File: src/rtl/soc_pkg.sv
// Shared types and constants for the substring occurrence counter.
`timescale 1ns / 1ps

package soc_pkg;

   localparam int unsigned CMD_W = 2;
   localparam int unsigned BYTE_W = 8;
   localparam int unsigned COUNT_W = 16;

   localparam logic [CMD_W-1:0] CMD_PATTERN = 2'd0;
   localparam logic [CMD_W-1:0] CMD_TEXT = 2'd1;
   localparam logic [CMD_W-1:0] CMD_CLEAR = 2'd2;

   localparam logic [COUNT_W-1:0] COUNT_MAX = {COUNT_W{1'b1}};

   localparam int unsigned QUEUE_DEPTH = 2;
   localparam int unsigned QUEUE_PTR_W = $clog2(QUEUE_DEPTH);
   localparam int unsigned QUEUE_CNT_W = $clog2(QUEUE_DEPTH + 1);

   typedef enum logic [1:0] {
      OP_PATTERN,
      OP_TEXT,
      OP_CLEAR
   } op_type;

   typedef struct packed {
      op_type op;
      logic [BYTE_W-1:0] byte_value;
      logic is_last;
   } item_type;

   typedef struct packed {
      logic full;
      logic valid;
   } queue_status_type;

endpackage

File: src/rtl/substring_occurrence_counter.sv
// Top level of the overlapping substring occurrence counter.
// The request channel carries one byte per transaction with a command:
// pattern byte, text byte or clear pattern. Pattern bytes build the pattern,
// and is_last closes it; each pattern byte or clear also restarts the text.
// Each text byte produces one response transaction with the match flag, the
// saturating running count, the end-of-text flag and the overflow flag.
// Pattern bytes, clears and unused commands produce no response.
// A request is first written into the queue when it is accepted. The response
// register is written from the match engine once the request reaches the queue
// head and the response register is free; the match engine compares the whole
// text window with the pattern in parallel.
// Throughput is one transaction per cycle on both channels without rsp_stall.
// When the receiver raises rsp_stall the response register holds its value,
// the two-entry queue fills, and req_stall rises once the queue is full.
// Reset empties the queue and the response register and clears the pattern
// length, pattern flags, window fill and count.
`timescale 1ns / 1ps

module substring_occurrence_counter #(
   parameter int unsigned PATTERN_MAX = 64
) (
   input  logic                         clock,
   input  logic                         reset,
   input  logic                         req_valid,
   output logic                         req_stall,
   input  logic [soc_pkg::CMD_W-1:0]    req_cmd,
   input  logic [soc_pkg::BYTE_W-1:0]   req_byte_value,
   input  logic                         req_is_last,
   output logic                         rsp_valid,
   input  logic                         rsp_stall,
   output logic                         rsp_match_here,
   output logic [soc_pkg::COUNT_W-1:0]  rsp_match_total,
   output logic                         rsp_text_done,
   output logic                         rsp_pattern_error
);
   import soc_pkg::*;

   queue_status_type queue_status;
   item_type push_item;
   item_type head_item;
   logic push;
   logic pop;

   soc_front u_front (
      .req_valid      (req_valid),
      .req_stall      (req_stall),
      .req_cmd        (req_cmd),
      .req_byte_value (req_byte_value),
      .req_is_last    (req_is_last),
      .queue_status   (queue_status),
      .push           (push),
      .push_item      (push_item)
   );

   soc_queue u_queue (
      .clock     (clock),
      .reset     (reset),
      .push      (push),
      .push_item (push_item),
      .pop       (pop),
      .head_item (head_item),
      .status    (queue_status)
   );

   soc_back #(
      .PATTERN_MAX (PATTERN_MAX)
   ) u_back (
      .clock             (clock),
      .reset             (reset),
      .queue_status      (queue_status),
      .head_item         (head_item),
      .pop               (pop),
      .rsp_valid         (rsp_valid),
      .rsp_stall         (rsp_stall),
      .rsp_match_here    (rsp_match_here),
      .rsp_match_total   (rsp_match_total),
      .rsp_text_done     (rsp_text_done),
      .rsp_pattern_error (rsp_pattern_error)
   );

endmodule

File: src/rtl/soc_front.sv
// Front end: accepts request transactions, decodes the command and feeds the queue.
`timescale 1ns / 1ps

module soc_front (
   input  logic                        req_valid,
   output logic                        req_stall,
   input  logic [soc_pkg::CMD_W-1:0]   req_cmd,
   input  logic [soc_pkg::BYTE_W-1:0]  req_byte_value,
   input  logic                        req_is_last,
   input  soc_pkg::queue_status_type   queue_status,
   output logic                        push,
   output soc_pkg::item_type           push_item
);
   import soc_pkg::*;

   logic known;
   op_type op;

   always_comb begin
      known = 1'b1;
      op = OP_TEXT;
      unique case (req_cmd)
         CMD_PATTERN: begin
            op = OP_PATTERN;
         end
         CMD_TEXT: begin
            op = OP_TEXT;
         end
         CMD_CLEAR: begin
            op = OP_CLEAR;
         end
         default: begin
            known = 1'b0;
         end
      endcase
   end

   // Unused commands are accepted and dropped without entering the queue.
   assign req_stall = queue_status.full;
   assign push = req_valid && !queue_status.full && known;
   assign push_item = '{op: op, byte_value: req_byte_value, is_last: req_is_last};

endmodule

File: src/rtl/soc_queue.sv
// Short queue between the front end and the match engine.
`timescale 1ns / 1ps

module soc_queue (
   input  logic                      clock,
   input  logic                      reset,
   input  logic                      push,
   input  soc_pkg::item_type         push_item,
   input  logic                      pop,
   output soc_pkg::item_type         head_item,
   output soc_pkg::queue_status_type status
);
   import soc_pkg::*;

   item_type entry_ff [QUEUE_DEPTH];
   logic [QUEUE_PTR_W-1:0] wr_ptr_ff, wr_ptr_in;
   logic [QUEUE_PTR_W-1:0] rd_ptr_ff, rd_ptr_in;
   logic [QUEUE_CNT_W-1:0] count_ff, count_in;
   logic do_pop;

   assign do_pop = pop && (count_ff != '0);

   always_comb begin
      wr_ptr_in = wr_ptr_ff;
      rd_ptr_in = rd_ptr_ff;
      count_in = count_ff;
      if (push) begin
         wr_ptr_in = (wr_ptr_ff == QUEUE_PTR_W'(QUEUE_DEPTH - 1)) ? '0 : wr_ptr_ff + 1'b1;
      end
      if (do_pop) begin
         rd_ptr_in = (rd_ptr_ff == QUEUE_PTR_W'(QUEUE_DEPTH - 1)) ? '0 : rd_ptr_ff + 1'b1;
      end
      if (push && !do_pop) begin
         count_in = count_ff + 1'b1;
      end else if (do_pop && !push) begin
         count_in = count_ff - 1'b1;
      end
   end

   always_ff @(posedge clock) begin
      if (reset) begin
         wr_ptr_ff <= '0;
         rd_ptr_ff <= '0;
         count_ff <= '0;
      end else begin
         wr_ptr_ff <= wr_ptr_in;
         rd_ptr_ff <= rd_ptr_in;
         count_ff <= count_in;
      end
   end

   always_ff @(posedge clock) begin
      if (push) begin
         entry_ff[wr_ptr_ff] <= push_item;
      end
   end

   assign head_item = entry_ff[rd_ptr_ff];
   assign status.full = (count_ff == QUEUE_CNT_W'(QUEUE_DEPTH));
   assign status.valid = (count_ff != '0);

endmodule

File: src/rtl/soc_back.sv
// Match engine: pattern and text window registers, parallel compare and result register.
`timescale 1ns / 1ps

module soc_back #(
   parameter int unsigned PATTERN_MAX = 64
) (
   input  logic                         clock,
   input  logic                         reset,
   input  soc_pkg::queue_status_type    queue_status,
   input  soc_pkg::item_type            head_item,
   output logic                         pop,
   output logic                         rsp_valid,
   input  logic                         rsp_stall,
   output logic                         rsp_match_here,
   output logic [soc_pkg::COUNT_W-1:0]  rsp_match_total,
   output logic                         rsp_text_done,
   output logic                         rsp_pattern_error
);
   import soc_pkg::*;

   localparam int unsigned LEN_W = $clog2(PATTERN_MAX + 1);

   logic [BYTE_W-1:0] pat_ff [PATTERN_MAX];
   logic [BYTE_W-1:0] win_ff [PATTERN_MAX];
   logic [LEN_W-1:0] pat_len_ff, pat_len_in;
   logic pat_open_ff, pat_open_in;
   logic pat_ovf_ff, pat_ovf_in;
   logic [LEN_W-1:0] fill_ff, fill_in;
   logic [COUNT_W-1:0] count_ff, count_in;

   logic rsp_valid_ff, rsp_valid_in;
   logic match_ff, match_in;
   logic [COUNT_W-1:0] total_ff, total_in;
   logic done_ff, done_in;
   logic error_ff, error_in;

   logic [PATTERN_MAX-1:0] agree;
   logic out_free;
   logic take_pattern;
   logic take_text;
   logic take_clear;
   logic pat_shift;
   logic [LEN_W-1:0] fill_next;
   logic hit;

   assign out_free = !rsp_valid_ff || !rsp_stall;
   assign pop = queue_status.valid && ((head_item.op != OP_TEXT) || out_free);
   assign take_pattern = pop && (head_item.op == OP_PATTERN);
   assign take_text = pop && (head_item.op == OP_TEXT);
   assign take_clear = pop && (head_item.op == OP_CLEAR);

   assign fill_next = (fill_ff < LEN_W'(PATTERN_MAX)) ? fill_ff + 1'b1 : fill_ff;

   // The pattern register holds the newest pattern byte at position zero, so that
   // position k lines up with the text byte k places back from the newest one.
   for (genvar k = 0; k < PATTERN_MAX; k++) begin : g_cmp
      if (k == 0) begin : g_head
         assign agree[k] = (LEN_W'(k) >= pat_len_ff) || (head_item.byte_value == pat_ff[k]);
      end else begin : g_tail
         assign agree[k] = (LEN_W'(k) >= pat_len_ff) || (win_ff[k-1] == pat_ff[k]);
      end
   end

   assign hit = (pat_len_ff != '0) && !pat_open_ff && !pat_ovf_ff
      && (fill_next >= pat_len_ff) && (&agree);

   always_comb begin
      pat_len_in = pat_len_ff;
      pat_open_in = pat_open_ff;
      pat_ovf_in = pat_ovf_ff;
      fill_in = fill_ff;
      count_in = count_ff;
      pat_shift = 1'b0;
      match_in = match_ff;
      total_in = total_ff;
      done_in = done_ff;
      error_in = error_ff;
      rsp_valid_in = rsp_valid_ff;
      if (!rsp_stall) begin
         rsp_valid_in = 1'b0;
      end
      if (take_pattern) begin
         if (!pat_open_ff) begin
            pat_len_in = '0;
            pat_ovf_in = 1'b0;
         end
         if (pat_len_in < LEN_W'(PATTERN_MAX)) begin
            pat_shift = 1'b1;
            pat_len_in = pat_len_in + 1'b1;
         end else begin
            pat_ovf_in = 1'b1;
         end
         pat_open_in = !head_item.is_last;
         fill_in = '0;
         count_in = '0;
      end
      if (take_clear) begin
         pat_len_in = '0;
         pat_open_in = 1'b0;
         pat_ovf_in = 1'b0;
         fill_in = '0;
         count_in = '0;
      end
      if (take_text) begin
         count_in = (hit && (count_ff != COUNT_MAX)) ? count_ff + 1'b1 : count_ff;
         match_in = hit;
         total_in = count_in;
         done_in = head_item.is_last;
         error_in = pat_ovf_ff;
         rsp_valid_in = 1'b1;
         fill_in = fill_next;
         if (head_item.is_last) begin
            fill_in = '0;
            count_in = '0;
         end
      end
   end

   always_ff @(posedge clock) begin
      if (reset) begin
         pat_len_ff <= '0;
         pat_open_ff <= 1'b0;
         pat_ovf_ff <= 1'b0;
         fill_ff <= '0;
         count_ff <= '0;
         rsp_valid_ff <= 1'b0;
      end else begin
         pat_len_ff <= pat_len_in;
         pat_open_ff <= pat_open_in;
         pat_ovf_ff <= pat_ovf_in;
         fill_ff <= fill_in;
         count_ff <= count_in;
         rsp_valid_ff <= rsp_valid_in;
      end
   end

   always_ff @(posedge clock) begin
      match_ff <= match_in;
      total_ff <= total_in;
      done_ff <= done_in;
      error_ff <= error_in;
   end

   always_ff @(posedge clock) begin
      if (pat_shift) begin
         pat_ff[0] <= head_item.byte_value;
         for (int unsigned i = 1; i < PATTERN_MAX; i++) begin
            pat_ff[i] <= pat_ff[i-1];
         end
      end
      if (take_text) begin
         win_ff[0] <= head_item.byte_value;
         for (int unsigned i = 1; i < PATTERN_MAX; i++) begin
            win_ff[i] <= win_ff[i-1];
         end
      end
   end

   assign rsp_valid = rsp_valid_ff;
   assign rsp_match_here = match_ff;
   assign rsp_match_total = total_ff;
   assign rsp_text_done = done_ff;
   assign rsp_pattern_error = error_ff;

endmodule
File: config.mk
export PLATFORM = sky130hd
export DESIGN_NAME = substring_occurrence_counter
export DESIGN_NICKNAME = d
export VERILOG_FILES = /design/src/rtl/soc_pkg.sv /design/src/rtl/substring_occurrence_counter.sv /design/src/rtl/soc_front.sv /design/src/rtl/soc_queue.sv /design/src/rtl/soc_back.sv
export SDC_FILE = /design/constraint.sdc
export NUM_CORES = 1
export LEC_CHECK = 0
export ABC_AREA = 1
export BUFFER_PORTS_ARGS = -buffer_cell sky130_fd_sc_hd__buf_4
export CORE_MARGIN = 10
export CORE_UTILIZATION = 45
export DETAILED_ROUTE_END_ITERATION = 6
export HOLD_SLACK_MARGIN = 0.03
export SYNTH_ARGS = -nofsm -noshare
export SYNTH_HDL_FRONTEND = slang
export SYNTH_HIERARCHICAL = 1
export SYNTH_SLANG_ARGS = --single-unit
File: constraint.sdc
create_clock -name clock -period 17.2 [get_ports clock]
set_clock_uncertainty 0.15 [all_clocks]
set_input_delay 1.72 -clock clock [delete_from_list [all_inputs] [get_ports clock]]
set_output_delay 1.72 -clock clock [all_outputs]
set_load 0.02 [all_outputs]
==> metrics.yaml <==
timing:
  relSlewSlack_pct: 20.11
  drv_slew: 0
  hold_viol_final: 0
  rsz0062_at_grt: "no"
  setup_violations: 0
  tightestPinTransition_ns: 1.198
  fmax_mhz: 184.5
  min_period_over_period_pct: 31.52
  layout_min_cycle_time_ns: 5.421
  tns_ns: 0
logic_synthesis:
  synth_nets: 2923
  synth_seq_area_share_pct: 76.50
  syn_avg_cell_area_um2: 14.67
  ys_ff_latch: 1095
  synth.distinct_cells: 43
  syn-cell-area_um2: 42490
  syn_inst: 2897
  yosys_warnings: 6
final_layout:
  nNetsFinal: 3054
  syn_to_final_growth_pct: 12.71
  antennaDiodeCount: 0
  final_common_cell: "edfxtp_1"
  final_cell_mix: "edfxtp_1, nand2_1, xnor2_1"
  drive_above_1_share_pct: 8.870
power:
  leakage_nw: 16.06
  intPower_w: 0.005470
  p_total_w: 0.007507
  ir_drop_uv: 103.2
  clkPwrFrac_pct: 31.7
  power_switching_share_pct: 27.13
  p_switching_w: 0.002037
  comb_power_share_pct: 15.6
  p_per_area_nw_per_um2: 156.8
  pwr-share-seq_pct: 52.7
floorplanning:
  start_util_pct: 45.45
  die_w_um: 327.3
  pin_count: 36
  rows: 112
  fp.dieH_um: 327.3
  core_um2: 93470
  die_area_um2: 107100
route:
  firstDrtPassIters: 6
  vias_per_cell: 4.850
  drt_iter0_drc: 1755
  ant_nets: 0
  via_count: 21230
  avgRoutedWirePerCell_um: 17.16
  drc: 0
  drt-total-wl_um: 75120
cts:
  postCtsSetupBuffers: 0
  cts.sinks: 1095
  cts_tree: "done"
  cts_resized: 0
  cts.clk_slew.worst_paths_ns: 0.06
  cts_hold_buf: 0
  cts_buffers: 110
  clock_latency_ns: 0.68
  clockBufferDepth: 3
  cts_root_buf: "clkbuf_16"
  cts_max_level: 3
grt:
  grt_start_max_net_pins: 184
  grt_use_total_pct: 13.79
  grt_pass1_vias: 21620
  grt_pass1_wl_um: 118200
  grt_overflow: 0
  antenna_found_initial: 0
worst_hold_path:
  worstHoldStart: "u_back/pat_ff[1][99]$_DFFE_PP_"
  hold_path_end: "u_back/pat_ff[1][107]$_DFFE_PP_"
  min_path_cells: 0
  hold_path_class: "flip-flop to flip-flop"
placed_design:
  place.gp.congestion: 0.8702
  place_hpwl_um: 47810
  port_buffers: 35
critical_path:
  r2r-end: "u_back/pat_ff[0][170]$_DFFE_PP_"
  reg2reg_depth: 8
  startpoint_type: "flip-flop"
  rrSetupSlack_ns: 11.78
  crit_path_end_kind: "flip-flop"
  path_class: "flip-flop to flip-flop"
  cp.arrival_ns: 5.57
  crit_fanout: 102
  critPathRequiredTime_ns: 17.35
run:
  cap_violations: 0
outcome:
  status: "finished clean"
area by class of cell:
type / instances / area (µm²)
Sequential cell: 1095 / 32500
Timing Repair Buffer: 45 / 362.8
Fill cell: 7732 / 45590
Multi-Input combinational cell: 1600 / 9136
Tap cell: 1254 / 1569
Clock buffer: 135 / 2878
Inverter: 176 / 680.7
Clock inverter: 72 / 757.0
worst max-delay path, stage by stage (launching register included):
cell and delay [ns]:
dfxtp_1 0.77, mux2_4 0.37, nor2_1 0.20, inv_1 0.12, nor2_1 0.35, o21ai_0 0.43
inv_8 0.63, buf_4 1.01, buf_4 0.86
state kept, by name, indices dropped and copies added, names as in the netlist, named ones only:
register / count
u_queue/rd_ptr_ff: 1
u_back/rsp_valid: 1
u_queue/count_ff: 2
u_back/pat_len_ff: 7
u_back/count_ff: 16
u_back/rsp_pattern_error: 1
u_back/rsp_match_total: 16
u_back/win_ff: 504
u_queue/entry_ff: 22
u_back/pat_open_ff: 1
u_back/pat_ff: 512
u_back/rsp_text_done: 1
u_back/fill_ff: 7
u_back/pat_ovf_ff: 1
u_queue/wr_ptr_ff: 1
u_back/rsp_match_here: 1
cell families (layout without fill, tap and decap cells):
group	count (synthesis)	in the layout	share of synthesized area, %
flops	1095	1095	76.50
xor+xnor	482	482	9.936
compound gates	98	98	1.281
mux	11	11	0.3799
simple gates	998	998	9.583
buf+inv	202	428	1.997
fa+ha+maj	11	11	0.3239
routing by layer:
metal | share of wire [%] | track usage (%)
met1 | 44 | 18.02
met2 | 50 | 23.47
met3 | 4.3 | 2.609
met4 | 2.0 | 3.638
met5 | 0 | 0
metrics by stage:
stage               area, µm²  util, %  instances  hold slack, ns  setup slack (ns)
floorplan               42490        -       2897          0.2764             3.902
global placement        44250    47.34       4170          0.2831             11.33
detailed placement      44250    47.34       4170          0.2838             11.27
CTS                     47880    51.23       4377          0.2755             11.60
global route            47880    51.23       4377          0.3052             11.33
finish                  47880    51.23       4377          0.2739             11.78
cell usage after synthesis (all sizes together):
| master | number | area share (%) |
|---|---|---|
| edfxtp | 1057 | 75 |
| clkinv | 2 | 0.018 |
| and2 | 2 | 0.029 |
| mux2 | 11 | 0.38 |
| inv | 174 | 1.5 |
| clkbuf | 7 | 0.062 |
| o211ai | 1 | 0.018 |
| o21ai | 38 | 0.46 |
| a22oi | 2 | 0.035 |
| o2111ai | 1 | 0.021 |
| nand4 | 15 | 0.22 |
| xnor2 | 456 | 9.4 |
| nor2 | 214 | 2.1 |
| or2 | 9 | 0.13 |
| nand3 | 51 | 0.70 |
| dfxtp | 38 | 1.8 |
| nand2 | 690 | 6.2 |
| a21oi | 52 | 0.67 |
| a41oi | 1 | 0.021 |
| buf | 19 | 0.37 |
| ha | 11 | 0.32 |
| xor2 | 26 | 0.54 |
| nor3 | 15 | 0.18 |
| a221oi | 1 | 0.021 |
| nor4 | 2 | 0.029 |
| a31oi | 1 | 0.015 |
| o32ai | 1 | 0.021 |
worst max path at each step:
stage               from                              end  slack [ns]  cells past startpoint
2_1_floorplan  rsp_stall  u_back/rsp_match_here$_DFFE_PP_        3.90                      3
3_3_place_gp   rsp_stall  u_back/win_ff[1][174]$_DFFE_PP_       11.33                      6
3_5_place_dp   rsp_stall  u_back/win_ff[1][150]$_DFFE_PP_       11.27                      6
4_1_cts        flip-flop  u_back/pat_ff[0][149]$_DFFE_PP_       11.60                      8
5_1_grt        flip-flop  u_back/pat_ff[0][136]$_DFFE_PP_       11.33                      8
6_report       flip-flop  u_back/pat_ff[0][170]$_DFFE_PP_       11.78                      8
power groups by stage:
stage	registers, W	logic, W	clock network (W)
finish	0.00396	0.00117	0.00238
global route	0.00401	0.00132	0.00256
CTS	0.00396	0.00119	0.00245
detailed placement	0.00401	0.00118	0
global placement	0.00399	0.00116	0
floorplan	0.00418	0.000894	0
No activity file was read; power rests on OpenSTA's default activity.
